### src/qpht_pkg.sv
// ----------------------------------------------------------------------------
// qpht_pkg
// Shared constants, widths and controller/datapath interface types for the
// quadratic probing hash table.
// ----------------------------------------------------------------------------
package qpht_pkg;

    // Store geometry
    localparam int TABLE_DEPTH = 1024;
    localparam int IDX_W       = (TABLE_DEPTH > 1) ? $clog2(TABLE_DEPTH) : 1;
    localparam int CNT_W       = $clog2(TABLE_DEPTH + 1);

    // Field widths
    localparam int SIZE_W = 11;
    localparam int KEY_W  = 31;
    localparam int SLOT_W = 32;
    localparam int RC_W   = 2;
    localparam int DIV_W  = $clog2(KEY_W);

    // Register reset and empty mark
    localparam logic [SIZE_W-1:0] SIZE_RESET = SIZE_W'(1024);
    localparam logic [SLOT_W-1:0] SLOT_EMPTY = {SLOT_W{1'b1}};

    // Request types
    localparam logic REQ_INSERT = 1'b0;
    localparam logic REQ_SEARCH = 1'b1;

    // Result codes
    localparam logic [RC_W-1:0] RC_NOT_FOUND = 2'd0;
    localparam logic [RC_W-1:0] RC_FOUND     = 2'd1;
    localparam logic [RC_W-1:0] RC_INSERTED  = 2'd2;
    localparam logic [RC_W-1:0] RC_FULL      = 2'd3;

    // Controller to datapath commands
    typedef struct packed {
        logic clr_step;
        logic start;
        logic div_step;
        logic probe_init;
        logic probe_step;
    } t_dp_cmd;

    // Datapath to controller status
    typedef struct packed {
        logic            clr_last;
        logic            div_last;
        logic            probe_done;
        logic [RC_W-1:0] probe_code;
    } t_dp_stat;

endpackage

### src/qpht_ctrl.sv
// ----------------------------------------------------------------------------
// qpht_ctrl
// Request sequencer: clearing pass, remainder, probing, and the output
// register of the result channel.
// ----------------------------------------------------------------------------
module qpht_ctrl (
    input  logic                       i_clk,
    input  logic                       i_rst_n,
    input  logic                       i_in_valid,
    output logic                       o_in_stall,
    output logic                       o_out_valid,
    input  logic                       i_out_stall,
    output logic [qpht_pkg::RC_W-1:0]  o_result_code,
    output qpht_pkg::t_dp_cmd          o_cmd,
    input  qpht_pkg::t_dp_stat         i_stat
);
    import qpht_pkg::*;

    typedef enum logic [2:0] {
        S_CLEAR,
        S_IDLE,
        S_DIV,
        S_PINIT,
        S_PROBE,
        S_OUT
    } t_state;

    t_state          r_state;
    t_state          n_state;
    logic            r_out_valid;
    logic            n_out_valid;
    logic [RC_W-1:0] r_out_code;
    logic [RC_W-1:0] n_out_code;
    logic [RC_W-1:0] r_code;
    logic [RC_W-1:0] n_code;
    logic            out_free;

    assign out_free = !r_out_valid || !i_out_stall;

    // Next state and commands
    always_comb begin
        n_state     = r_state;
        n_code      = r_code;
        n_out_code  = r_out_code;
        n_out_valid = r_out_valid && i_out_stall;
        o_cmd       = '0;
        case (r_state)
            S_CLEAR: begin
                o_cmd.clr_step = 1'b1;
                if (i_stat.clr_last) begin
                    n_state = S_IDLE;
                end
            end
            S_IDLE: begin
                if (i_in_valid) begin
                    o_cmd.start = 1'b1;
                    n_state     = S_DIV;
                end
            end
            S_DIV: begin
                o_cmd.div_step = 1'b1;
                if (i_stat.div_last) begin
                    n_state = S_PINIT;
                end
            end
            S_PINIT: begin
                o_cmd.probe_init = 1'b1;
                n_state          = S_PROBE;
            end
            S_PROBE: begin
                o_cmd.probe_step = 1'b1;
                if (i_stat.probe_done) begin
                    n_code  = i_stat.probe_code;
                    n_state = S_OUT;
                end
            end
            S_OUT: begin
                if (out_free) begin
                    n_out_valid = 1'b1;
                    n_out_code  = r_code;
                    n_state     = S_IDLE;
                end
            end
            default: begin
                n_state = S_IDLE;
            end
        endcase
    end

    // Hold state and registered outputs
    always_ff @(posedge i_clk) begin
        if (!i_rst_n) begin
            r_state     <= S_CLEAR;
            r_out_valid <= 1'b0;
        end else begin
            r_state     <= n_state;
            r_out_valid <= n_out_valid;
        end
        r_code     <= n_code;
        r_out_code <= n_out_code;
    end

    assign o_in_stall    = (r_state != S_IDLE);
    assign o_out_valid   = r_out_valid;
    assign o_result_code = r_out_code;

endmodule

### config.mk
export PLATFORM = sky130hd
export DESIGN_NAME = qpht_ctrl
export DESIGN_NICKNAME = d
export VERILOG_FILES = /design/src/qpht_pkg.sv /design/src/qpht_ctrl.sv
export SDC_FILE = /design/constraint.sdc
export NUM_CORES = 1
export LEC_CHECK = 0
export BUFFER_PORTS_ARGS = -buffer_cell sky130_fd_sc_hd__buf_2
export CORE_AREA = 4 4 41 43
export DETAILED_ROUTE_END_ITERATION = 10
export DIE_AREA = 0 0 45 47
export GPL_TIMING_DRIVEN = 0
export PLACE_DENSITY = 0.63
export RECOVER_POWER = 100
export SETUP_SLACK_MARGIN = 0.02
export SLEW_MARGIN = 25
export SYNTH_ARGS = -nofsm -noshare
export SYNTH_HDL_FRONTEND = slang
export SYNTH_SLANG_ARGS = --single-unit
### constraint.sdc
create_clock -name i_clk -period 1.49 [get_ports i_clk]
set_input_delay 0.0745 -clock i_clk [delete_from_list [all_inputs] [get_ports i_clk]]
set_output_delay 0.0745 -clock i_clk [all_outputs]
set_load 0.005 [all_outputs]
Word-level counts from Yosys, hierarchy flattened
Cells that the tools add are included.
Widths: inputs -> output; s select.

word-level totals
  register bits after elaboration = 8
  input port bits = 9
  output and inout bits = 9
  word-level logic and storage cells = 37

operators by class
  equal/unequal tests = 11
  muxes and demuxes = 14
  reduce and logical (&&, ||, !) cells = 8

operators by type and width
  cell                count
  $pmux 3 s6          1
  $mux 3              5
  $ne 2x2->1 const B  5
  $mux 1              8
  $eq 3x2->1 const B  2
  $eq 3x3->1 const B  2
  $reduce_and 5->1    1
  $reduce_and 2->1    2
  $eq 3x1->1 const B  1
  $logic_not 3->1     1
  $ne 3x1->1 const B  1
  $logic_not 1->1     2
  $logic_and 1x1->1   1
  $logic_or 1x1->1    1

Longest topological paths before layout
Gate-level depths: netlist of the first run.

  word-level depth = 4
  mapped depth = 4
  depth with buffers taken out = 3

Least setup slack after synthesis of the first run
Ideal clock, no wire load.

  path kind = reg2reg
  from = reg r_state[1]
  to = reg r_code[0] (enable)
  setup time = 0.329 ns
  arrival = 0.741 ns
  required time = 1.161 ns
  path slack = 0.420 ns
  cell stages (with the launch flop) = 3
  period minus slack after synthesis = 1.070 ns
  path through = dfxtp_1 > nand2b_2 > nor3_1

between the ends
  longest elaborated chain between the ends = 2

RTL lines
  element                            line             RTL
  start, declared                    qpht_ctrl.sv:28  t_state r_state;
  start signal, assigned             qpht_ctrl.sv:96  r_state <= n_state;
  $eq 3x3->1                         qpht_ctrl.sv:47  case (r_state)
  $reduce_and 2->1 (no source line)  --
  end signal, assigned               qpht_ctrl.sv:99  r_code <= n_code;
  end, declared                      qpht_ctrl.sv:34  logic [RC_W-1:0] r_code;

Every way passes these cells.
A chain may end at the register's enable or synchronous reset.

==> metrics.md, run 1 <==
| Metric | Value |
|---|---|
| WP buf/inv | `1` |
| Setup CP Type | `flip-flop to output port` |
| Status | `completed` |
| CORE AREA | `around 1300 um2` |
| Starting DRT DRC Count | `3` |
| Leakage | `just over 0.0002 uW` |
| Worst-Skew Late Latency | `0.25 ns` |
| Sequential area share after synthesis | `54.42%` |
| Vias | `328` |
| Mapped Area | `~370 um2` |
| Synth unique cells | `20` |
| Register bit total from synthesis | `8` |
| Crit. Startpoint | `r_state[1]` |
| Sw power | `110.9 uW` |
| Net count reported at finish | `67` |
| DRC viols | `0` |
| Reg power frac | `50.8%` |
| R2R Setup Slk | `about 0.32 ns` |
| Setup TNS | `0 ns` |
| Vias in the first global route | `291` |
| Critical Path Sink | `o_cmd[3]` |
| Clock-pin transition on the worst setup and hold timing paths | `0.05 ns` |
| Post-synth net total | `43` |
| CTS Sinks | `8` |
| Starting density of the core | `28.27%` |
| Fmax achieved | `0.8188 GHz` |
| Max clock buf depth | `2` |
| Reg area | `200.2 um2` |
| Finished Core Util | `between 30% and 40%` |
| Area of the multi-input gates | `140.1 um2` |
| Worst Path Arrival | `between 1 and 1.5 ns` |
| Post-Synthesis Cells | `34` |
| Final HPWL DP | `between 500 and 600 um` |
| GP Congestion | `0.6720` |
| CP delay by family, top | `flip-flops` |
| Share of cells above drive strength 1 | `30.36%` |
| Type of origin of the critical path | `flip-flop` |
| Die Y | `47 um` |
| Slew headroom | `81.60%` |
| Pins Over Slew Limit | `0` |
| Max Cap Viol | `0` |
| P per Cell Area | `962.3 nW/um2` |
| # diodes | `0` |
| Congestion Overflow GR | `0` |
| Sw Share | `23.08%` |
| Clock Skew | `between 0.0005 and 0.0006 ns` |
| FILL cells | `156` |
| Setup crit end kind | `output port` |
| First-pass GRT wire length | `1.186 mm` |
| Root buffer cell | `clkbuf_4` |
| Total wire length | `762 um` |
| Overall Global Routing Usage | `8.612%` |
| CTS Buf Count | `3` |
| WL/cell | `10.73 um` |
| Worst R2R Start | `r_state[1]` |
| Synth Warn # | `0` |
| ANT nets after route | `0` |
| Final Setup Violations | `0` |
| Area Overhead vs Synth | `35.71%` |
| Final period utilization | `81.97%` |
| Post-layout minimum cycle time | `1.221 ns` |
| Crit-path slowest cell | `dfxtp_1` |
| Largest net degree at the start of global routing | `10` |
| Die Wd | `~45 um` |
| Syn Area/Cell | `between 10 and 15 um2` |
| DIE AREA | `2115 um2` |
| Levels on crit path | `3` |
| CTS tree | `yes` |
| Cell Area, Placed | `471.7 um2` |
| Final hold vios | `0` |
| Slew @ Worst Pin | `0.2738 ns` |
| Number of iterations in the first detailed-routing pass | `4` |
| VDD IR max | `roughly 0.00046 V` |
| Unrepaired setup endpoints after global routing | `false` |
| Worst hold path class | `input port to flip-flop` |
| Num rows | `13` |
| Req. time, crit path | `1.42 ns` |
| Port bufs | `17` |
| Internal power | `369.5 uW` |
| Clock power frac | `around a third` |
| Combinational share of power | `15.6%` |
| FF-to-FF End | `o_result_code[1]` |
| Antenna violations before repair | `0` |
| Crit-path cells | `and2b_1 -> nor2b_1 -> clkbuf_1` |
| CP Max Fanout | `7` |
| Htree depth | `1` |
| Fin area | `499.2 um2` |
| # IOs | `18` |
| Worst reg2reg path depth | `3` |
| Drt via density | `4.620` |
| Largest stage delay on the critical path | `0.45 ns` |
## power groups by stage
stage | clock network [uW] | registers, uW | logic, uW
after floorplan | 0 | 247 | 48.4
after global placement | 0 | 248 | 76.8
after detailed placement | 0 | 248 | 78.4
after CTS | 168 | 244 | 82.9
after global routing | 186 | 245 | 84.5
final | 161 | 244 | 75.2
## registers in the layout, summed over array words and instances (netlist names)
register       cells
o_out_valid        1
o_result_code      2
r_code             2
r_state            3
## routing by layer
metal  vias to the layer above  GRT usage (%)  part of all wire (%)
met1                       152          8.178                    41
li1                        166              -                     -
met2                        10          12.99                    54
met5                         -              0                     0
met3                         0          5.747                   5.2
met4                         0          7.018                     0
## worst min-delay path by stage
stage,from,cells after the start,to
after global placement,i_stat[1],1,r_code[1]
final,i_rst_n,2,r_state[2]
after detailed placement,i_stat[1],1,r_code[1]
after global routing,i_rst_n,2,r_state[2]
after CTS,i_rst_n,2,r_state[2]
after floorplan,i_stat[0],0,r_code[0]
## worst reg2reg max path, delay by kind of cell, from the launching register on
family | cells | cell delay (ns)
flops | 1 | 0.37
compound gates | 1 | 0.24
buf+inv | 1 | 0.14
simple gates | 1 | 0.10
## Yosys cell counts
cell / count / area, um2
nor2b_1: 1 / 6.260
buf_6: 1 / 11.26
dfxtp_1: 4 / 80.08
nor2_2: 1 / 6.260
inv_1: 2 / 7.510
nand2b_1: 2 / 12.51
a21oi_1: 2 / 10.01
and2b_1: 1 / 7.510
o21ai_1: 1 / 5.000
nor3b_1: 1 / 7.510
mux2i_1: 2 / 20.02
nand2b_2: 1 / 8.760
nor3_1: 3 / 15.01
a21boi_0: 1 / 7.510
nand2_1: 1 / 3.750
o21a_1: 1 / 7.510
edfxtp_1: 4 / 120.1
nand3_1: 1 / 5.000
a221oi_2: 1 / 15.01
nor2_1: 3 / 11.26
## what timing repair did
item	in CTS	in global routing
buffers inserted	0	0
resized for setup	0	0
hold buffers	2	0
hold endpoints to repair	2	0
## logic make-up after synthesis
| group | after synthesis | share of synthesized area [%] |
|---|---|---|
| mux | 2 | 5.442 |
| compound gates | 6 | 12.24 |
| simple gates | 15 | 22.79 |
| flops | 8 | 54.42 |
| buf+inv | 3 | 5.103 |
## layout by cell type, fill, tap and decap left out, drive strengths merged
master	n
a21boi	1
a21oi	2
a221oi	1
and2b	1
buf	12
clkbuf	9
dfxtp	4
dlygate4sd3	2
edfxtp	4
inv	2
mux2i	2
nand2	1
nand2b	3
nand3	1
nor2	4
nor2b	1
nor3	3
nor3b	1
o21a	1
o21ai	1
## through the flow
step           power [uW]  cells  setup slack (ns)  hold slack, ns
2_1_floorplan       295.3     34            0.4200          0.1734
3_3_place_gp        325.2     66            0.3343          0.2540
3_5_place_dp        326.8     66            0.3196          0.2580
4_1_cts             495.1     71            0.2433         0.06607
5_1_grt             516.1     71            0.1756         0.06880
6_report            480.4     71            0.2687         0.07482
## layout make-up
cell class / instances / area share, %
Timing Repair Buffer: 19 / 19.80
Clock buffer: 3 / 4.511
Sequential cell: 8 / 40.10
Multi-Input combinational cell: 23 / 28.07
Tap cell: 15 / 3.759
Buffer: 1 / 2.256
Inverter: 2 / 1.504
No activity file was read; power rests on OpenSTA's default activity.
==> inputs of run 2 (changes only) <==
clock period = 1.2 ns   (was 1.49 ns; I/O delays follow)
==> run 2 against run 1 <==
Compared with the run above: sequential power up 25%; final area up 6.5%; clock-buffer cell count unchanged; combinational power up 41%; critical path depth unchanged; total power up 27%.
==> metrics.md, run 2 (synthesized netlist as in run 1, its figures left out) <==
| Metric | Value |
|---|---|
| Overall Global Routing Usage | `8.612% (unchanged)` |
| Clock-pin transition on the worst setup and hold timing paths | `0.05 ns (about the same)` |
| Req. time, crit path | `1.14 ns (-0.28 ns)` |
| Clock Skew | `0.0001908 ns (-0.0003589 ns)` |
| Fmax achieved | `0.8915 GHz` |
| Vias | `340 (+3.7%)` |
| Post-layout minimum cycle time | `1.122 ns` |
| Share of cells above drive strength 1 | `47.37% (+17 points)` |
| DIE AREA | `2115 um2 (unchanged)` |
| Setup TNS | `0 ns (unchanged)` |
| Final setup margin | `0.07835 ns (-0.1904 ns)` |
| CTS Buf Count | `3 (unchanged)` |
| WL/cell | `10.92 um (+1.7%)` |
| Antenna violations before repair | `0 (unchanged)` |
| Max Cap Viol | `0 (unchanged)` |
| Design Power | `608.0 uW (+27%)` |
| Pins Over Slew Limit | `0 (unchanged)` |
| Hold path cells | `2 (unchanged)` |
| Type of origin of the critical path | `flip-flop` |
| Unrepaired setup endpoints after global routing | `true` |
| Vias in the first global route | `291 (unchanged)` |
| Worst-Skew Late Latency | `0.25 ns (about the same)` |
| CTS tree | `yes` |
| CORE AREA | `1301 um2 (unchanged)` |
| Total wire length | `786 um (+3.1%)` |
| DRC viols | `0 (unchanged)` |
| Die Wd | `45 um (unchanged)` |
| Status | `completed` |
| Num rows | `13 (unchanged)` |
| VDD IR max | `0.0005831 V (+27%)` |
| Leakage | `0.0002178 uW (+7.5%)` |
| Place WS | `0.02958 ns (-0.2900 ns)` |
| P per Cell Area | `1143 nW/um2 (+19%)` |
| Net count reported at finish | `68 (+1.5%)` |
| Root buffer cell | `clkbuf_4` |
| First-pass GRT wire length | `1.186 mm (unchanged)` |
| CP Max Fanout | `7 (unchanged)` |
| Slew headroom | `85.04% (+3.4 points)` |
| Worst hold path class | `input port to flip-flop` |
| Starting DRT DRC Count | `2 (-1)` |
| Worst Path Arrival | `1.06 ns (-0.09 ns)` |
| Final period utilization | `~93%` |
| Drt via density | `4.722 (+2.2%)` |
| Largest net degree at the start of global routing | `10 (unchanged)` |
| Congestion Overflow GR | `0 (unchanged)` |
| # diodes | `0 (unchanged)` |
| Finished Core Util | `40.87% (+2.5 points)` |
| Worst reg2reg path depth | `3 (unchanged)` |
| ANT nets after route | `0 (unchanged)` |
| Port bufs | `17 (unchanged)` |
| Number of iterations in the first detailed-routing pass | `2 (-2)` |
| Commonest cells after routing, fill and taps aside | `15 x buf_2, 4 x edfxtp_1, 3 x nor2_1, 3 x clkbuf_4, 3 x clkbuf_1` |
| CTS Sinks | `8 (unchanged)` |
| Starting density of the core | `28.27% (unchanged)` |
| Top reg by flops | `r_state` |
| GP Congestion | `0.6720 (unchanged)` |
| Final hold vios | `0 (unchanged)` |
| Inst Count DP | `66 (unchanged)` |
| Fin cells | `72 (+1.4%)` |
| Htree depth | `1 (unchanged)` |
| Setup CP Type | `flip-flop to output port` |
| Setup crit end kind | `output port` |
| Final HPWL DP | `597.9 um (unchanged)` |
| Final Setup Violations | `0 (unchanged)` |
| Slew @ Worst Pin | `0.2245 ns (-0.04936 ns)` |
| Largest register FFs | `3 (unchanged)` |
| # IOs | `18 (unchanged)` |
| Max clock buf depth | `2 (unchanged)` |
| Die Y | `47 um (unchanged)` |
| Area Overhead vs Synth | `44.56%` |
| Commonest non-fill, non-tap cell in the layout | `buf_2` |
==> run 2: changes by cell type in the layout (fill, tap and decap cells not counted), moves of 2 or more <==
| cell | before | now |
|---|---|---|
| dfxtp_1 | 4 | 1 |
| dfxtp_2 | 0 | 2 |
| buf_2 | 11 | 15 |
| clkbuf_1 | 5 | 3 |
==> run 2: final timing paths <==
| path | end | from | slack (ns) |
|---|---|---|---|
| min | r_state[2] | i_rst_n | 0.06 |
| max reg2reg | o_result_code[1] | r_state[1] | 0.13 |
| min reg2reg | o_result_code[0] | r_code[0] | 0.42 |
| max | o_cmd[3] | r_state[1] | 0.08 |
==> run 2: critical path, stage by stage (launching register included) <==
cell     delay, ns
dfxtp_4       0.36
and2b_1       0.20
nor2b_1       0.13
buf_2         0.12
==> run 2: metal layers <==
layer | up-vias | routed length (um) | track usage [%]
li1 | 168 | - | -
met1 | 158 | 315 | 8.178
met2 | 12 | 413 | 12.99
met4 | 0 | 5 | 7.018
met3 | 2 | 52 | 5.747
met5 | - | 0 | 0
==> run 2: area by class of cell <==
class	count	area (um2)
flip-flops and latches	8	206.4
inverters	2	7.507
repair buffers	20	106.4
fillers	149	769.5
clock buffers	3	22.52
well taps	15	18.77
plain buffers	1	11.26
multi-input cells	23	158.9
==> run 2: power breakdown <==
group / switching (uW) / leakage, uW / internal, uW
registers: 9.40 / 0.0000701 / 295
logic: 48.0 / 0.000134 / 57.9
clock network: 83.3 / 0.0000138 / 114
==> run 2: what timing repair did <==
action | CTS | global route
hold endpoints to repair | 2 | 0
hold buffers | 2 | 0
setup endpoints to repair | 3 | 8
gates resized for setup | 2 | 7
setup buffers | 0 | 0
cloned | 0 | 1
==> run 2: metrics by stage <==
| stage | cell area [um2] | hold WS, ns |
|---|---|---|
| after global placement | 471.7 | 0.2395 |
| after detailed placement | 471.7 | 0.2435 |
| after CTS | 516.7 | 0.05151 |
| final | 531.8 | 0.06139 |
| after global routing | 531.8 | 0.05113 |
| after floorplan | 367.9 | 0.1589 |
==> inputs of run 3 (changes only) <==
PLACE_DENSITY = 0.55   (was 0.63)
==> run 3 against run 2 <==
Compared with the run above: first-iteration DRC count rose to 2.5 times the previous value; die area unchanged; register-to-register slack worse by 0.05 ns; sequential power down 1%; critical endpoint unchanged; worst hold slack worse by 0.0043 ns; clock power up 3%.
==> metrics.md, run 3 (synthesized netlist as in run 1, its figures left out) <==
| Metric | Value |
|---|---|
| Status | `completed` |
| CORE AREA | `1301 um2 (unchanged)` |
| Design Power | `610.5 uW (+0.41%)` |
| Final period utilization | `93.11% (-0.36 points)` |
| Commonest non-fill, non-tap cell in the layout | `buf_2` |
| Drt via density | `4.375 (-7.4%)` |
| Slew headroom | `80.82% (-4.2 points)` |
| Max Cap Viol | `0 (unchanged)` |
| Clock Skew | `0.003818 ns (+0.003627 ns)` |
| DIE AREA | `2115 um2 (unchanged)` |
| GP Congestion | `0.6868 (+2.2%)` |
| Finished Core Util | `40.77% (-0.096 points)` |
| P per Cell Area | `1151 nW/um2 (+0.65%)` |
| WP buf/inv | `1 (unchanged)` |
| Crit-path cells | `and2b_1 -> nor2b_1 -> clkbuf_1` |
| Worst R2R Start | `r_state[1]` |
| Setup TNS | `0 ns (unchanged)` |
| Antenna violations before repair | `0 (unchanged)` |
| Unrepaired setup endpoints after global routing | `true` |
| Starting DRT DRC Count | `5 (+3)` |
| Htree depth | `1 (unchanged)` |
| # IOs | `18 (unchanged)` |
| WL/cell | `10.22 um (-6.4%)` |
| Vias in the first global route | `323 (+11%)` |
| Largest stage delay on the critical path | `0.36 ns (about the same)` |
| CP delay by family, top | `flip-flops` |
| Hold path cells | `2 (unchanged)` |
| Overall Global Routing Usage | `8.845% (+0.23 points)` |
| FF-to-FF End | `r_code[1]` |
| Root buffer cell | `clkbuf_4` |
| Final HPWL DP | `563.1 um (-5.8%)` |
| Worst reg2reg path depth | `2 (-1)` |
| Share of cells above drive strength 1 | `43.86% (-3.5 points)` |
| Clock-pin transition on the worst setup and hold timing paths | `0.05 ns (about the same)` |
| Post-layout minimum cycle time | `1.117 ns (-0.004378 ns)` |
| DRC viols | `0 (unchanged)` |
| Final setup margin | `0.08273 ns (+0.004378 ns)` |
| Commonest cells after routing, fill and taps aside | `12 x buf_2, 5 x clkbuf_1, 4 x clkbuf_4, 4 x edfxtp_1, 3 x nor3_1` |
| Setup crit end kind | `output port` |
| ANT nets after route | `0 (unchanged)` |
| Die Wd | `45 um (unchanged)` |
| Total wire length | `736 um (-6.4%)` |
| Hold Path End | `r_state[2]` |
| Top reg by flops | `r_state` |
| Die Y | `47 um (unchanged)` |
| Number of iterations in the first detailed-routing pass | `2 (unchanged)` |
| Worst-Skew Late Latency | `0.25 ns (about the same)` |
| Congestion Overflow GR | `0 (unchanged)` |
| Final hold vios | `0 (unchanged)` |
| Reg area | `205.2 um2 (-0.61%)` |
| Worst Path Arrival | `1.06 ns (about the same)` |
| Starting density of the core | `28.27% (unchanged)` |
| Leakage | `0.0002104 uW (-3.4%)` |
| Largest net degree at the start of global routing | `10 (unchanged)` |
| Place WS | `0.05127 ns (+0.02169 ns)` |
| Worst hold path class | `input port to flip-flop` |
| Crit-path slowest cell | `dfxtp_4` |
| Net count reported at finish | `68 (unchanged)` |
| CP Max Fanout | `7 (unchanged)` |
| FILL cells | `152 (+2.0%)` |
| First-pass GRT wire length | `1.290 mm (+8.8%)` |
| Final Setup Violations | `0 (unchanged)` |
| Area of the multi-input gates | `162.7 um2 (+2.4%)` |
| # diodes | `0 (unchanged)` |
| Pins Over Slew Limit | `0 (unchanged)` |
| CTS Buf Count | `3 (unchanged)` |
| Largest register FFs | `3 (unchanged)` |
| CTS Sinks | `8 (unchanged)` |
| Fmax achieved | `0.8950 GHz (+0.39%)` |
| Hold_ws | `0.05709 ns (-0.004304 ns)` |
| Slew @ Worst Pin | `0.2855 ns (+0.06100 ns)` |
| R2R Setup Slk | `0.08 ns (-0.05 ns)` |
| Setup CP Type | `flip-flop to output port` |
| CTS tree | `yes` |
| Hold wc startpoint | `i_rst_n` |
| Num rows | `13 (unchanged)` |
| Req. time, crit path | `1.14 ns (about the same)` |
| VDD IR max | `0.0007614 V (+31%)` |
| Type of origin of the critical path | `flip-flop` |
| Port bufs | `17 (unchanged)` |
| Vias | `315 (-7.4%)` |
| Area Overhead vs Synth | `44.22%` |
| Max clock buf depth | `2 (unchanged)` |
run 3: worst max path at each step:
stage                           from          to  slack (ns)  cells past startpoint
final                     r_state[1]    o_cmd[3]        0.08                      3
after floorplan           r_state[1]   r_code[0]        0.13                      2
after global routing      r_state[0]  o_in_stall       0.008                      4
after CTS                 r_state[0]    o_cmd[1]        0.05                      4
after global placement    r_state[1]   r_code[1]        0.05                      2
after detailed placement  r_state[1]   r_code[1]        0.05                      2
run 3: report_power, final:
part           switching [uW]  internal [uW]  leakage, uW
clock                    88.5            114    0.0000138
sequential               6.92            294    0.0000699
combinational            50.0           56.5     0.000127
run 3: worst reg2reg max path: stages, from the launching register on:
cell	delay, ns
dfxtp_4	0.36
nand2b_2	0.20
nor3_1	0.24
run 3: final cells by class:
class                   count  area share (%)
plain buffers               1           1.415
inverters                   2           1.415
clock buffers               3           4.245
well taps                  15           3.538
multi-input cells          23           30.66
repair buffers             20           20.05
flip-flops and latches      8           38.68
run 3: per-layer routing:
layer	part of all wire [%]	wire length (um)	track usage, %
met5	0	0	0
met2	47	348	13.56
met1	43	317	10.26
met4	0	0	0
met3	9.5	70	7.280
run 3: stage by stage:
| step | cells | cell area (um2) |
|---|---|---|
| 6_report | 72 | 530.5 |
| 5_1_grt | 72 | 530.5 |
| 4_1_cts | 71 | 516.7 |
| 3_5_place_dp | 66 | 471.7 |
| 3_3_place_gp | 66 | 471.7 |
| 2_1_floorplan | 34 | 367.9 |
run 3: repair_timing:
| item | in CTS | in global routing |
|---|---|---|
| endpoints found under the hold margin | 2 | 0 |
| setup endpoints to repair | 3 | 7 |
| gates resized for setup | 2 | 5 |
| setup buffers | 0 | 1 |
| hold buffers | 2 | 0 |
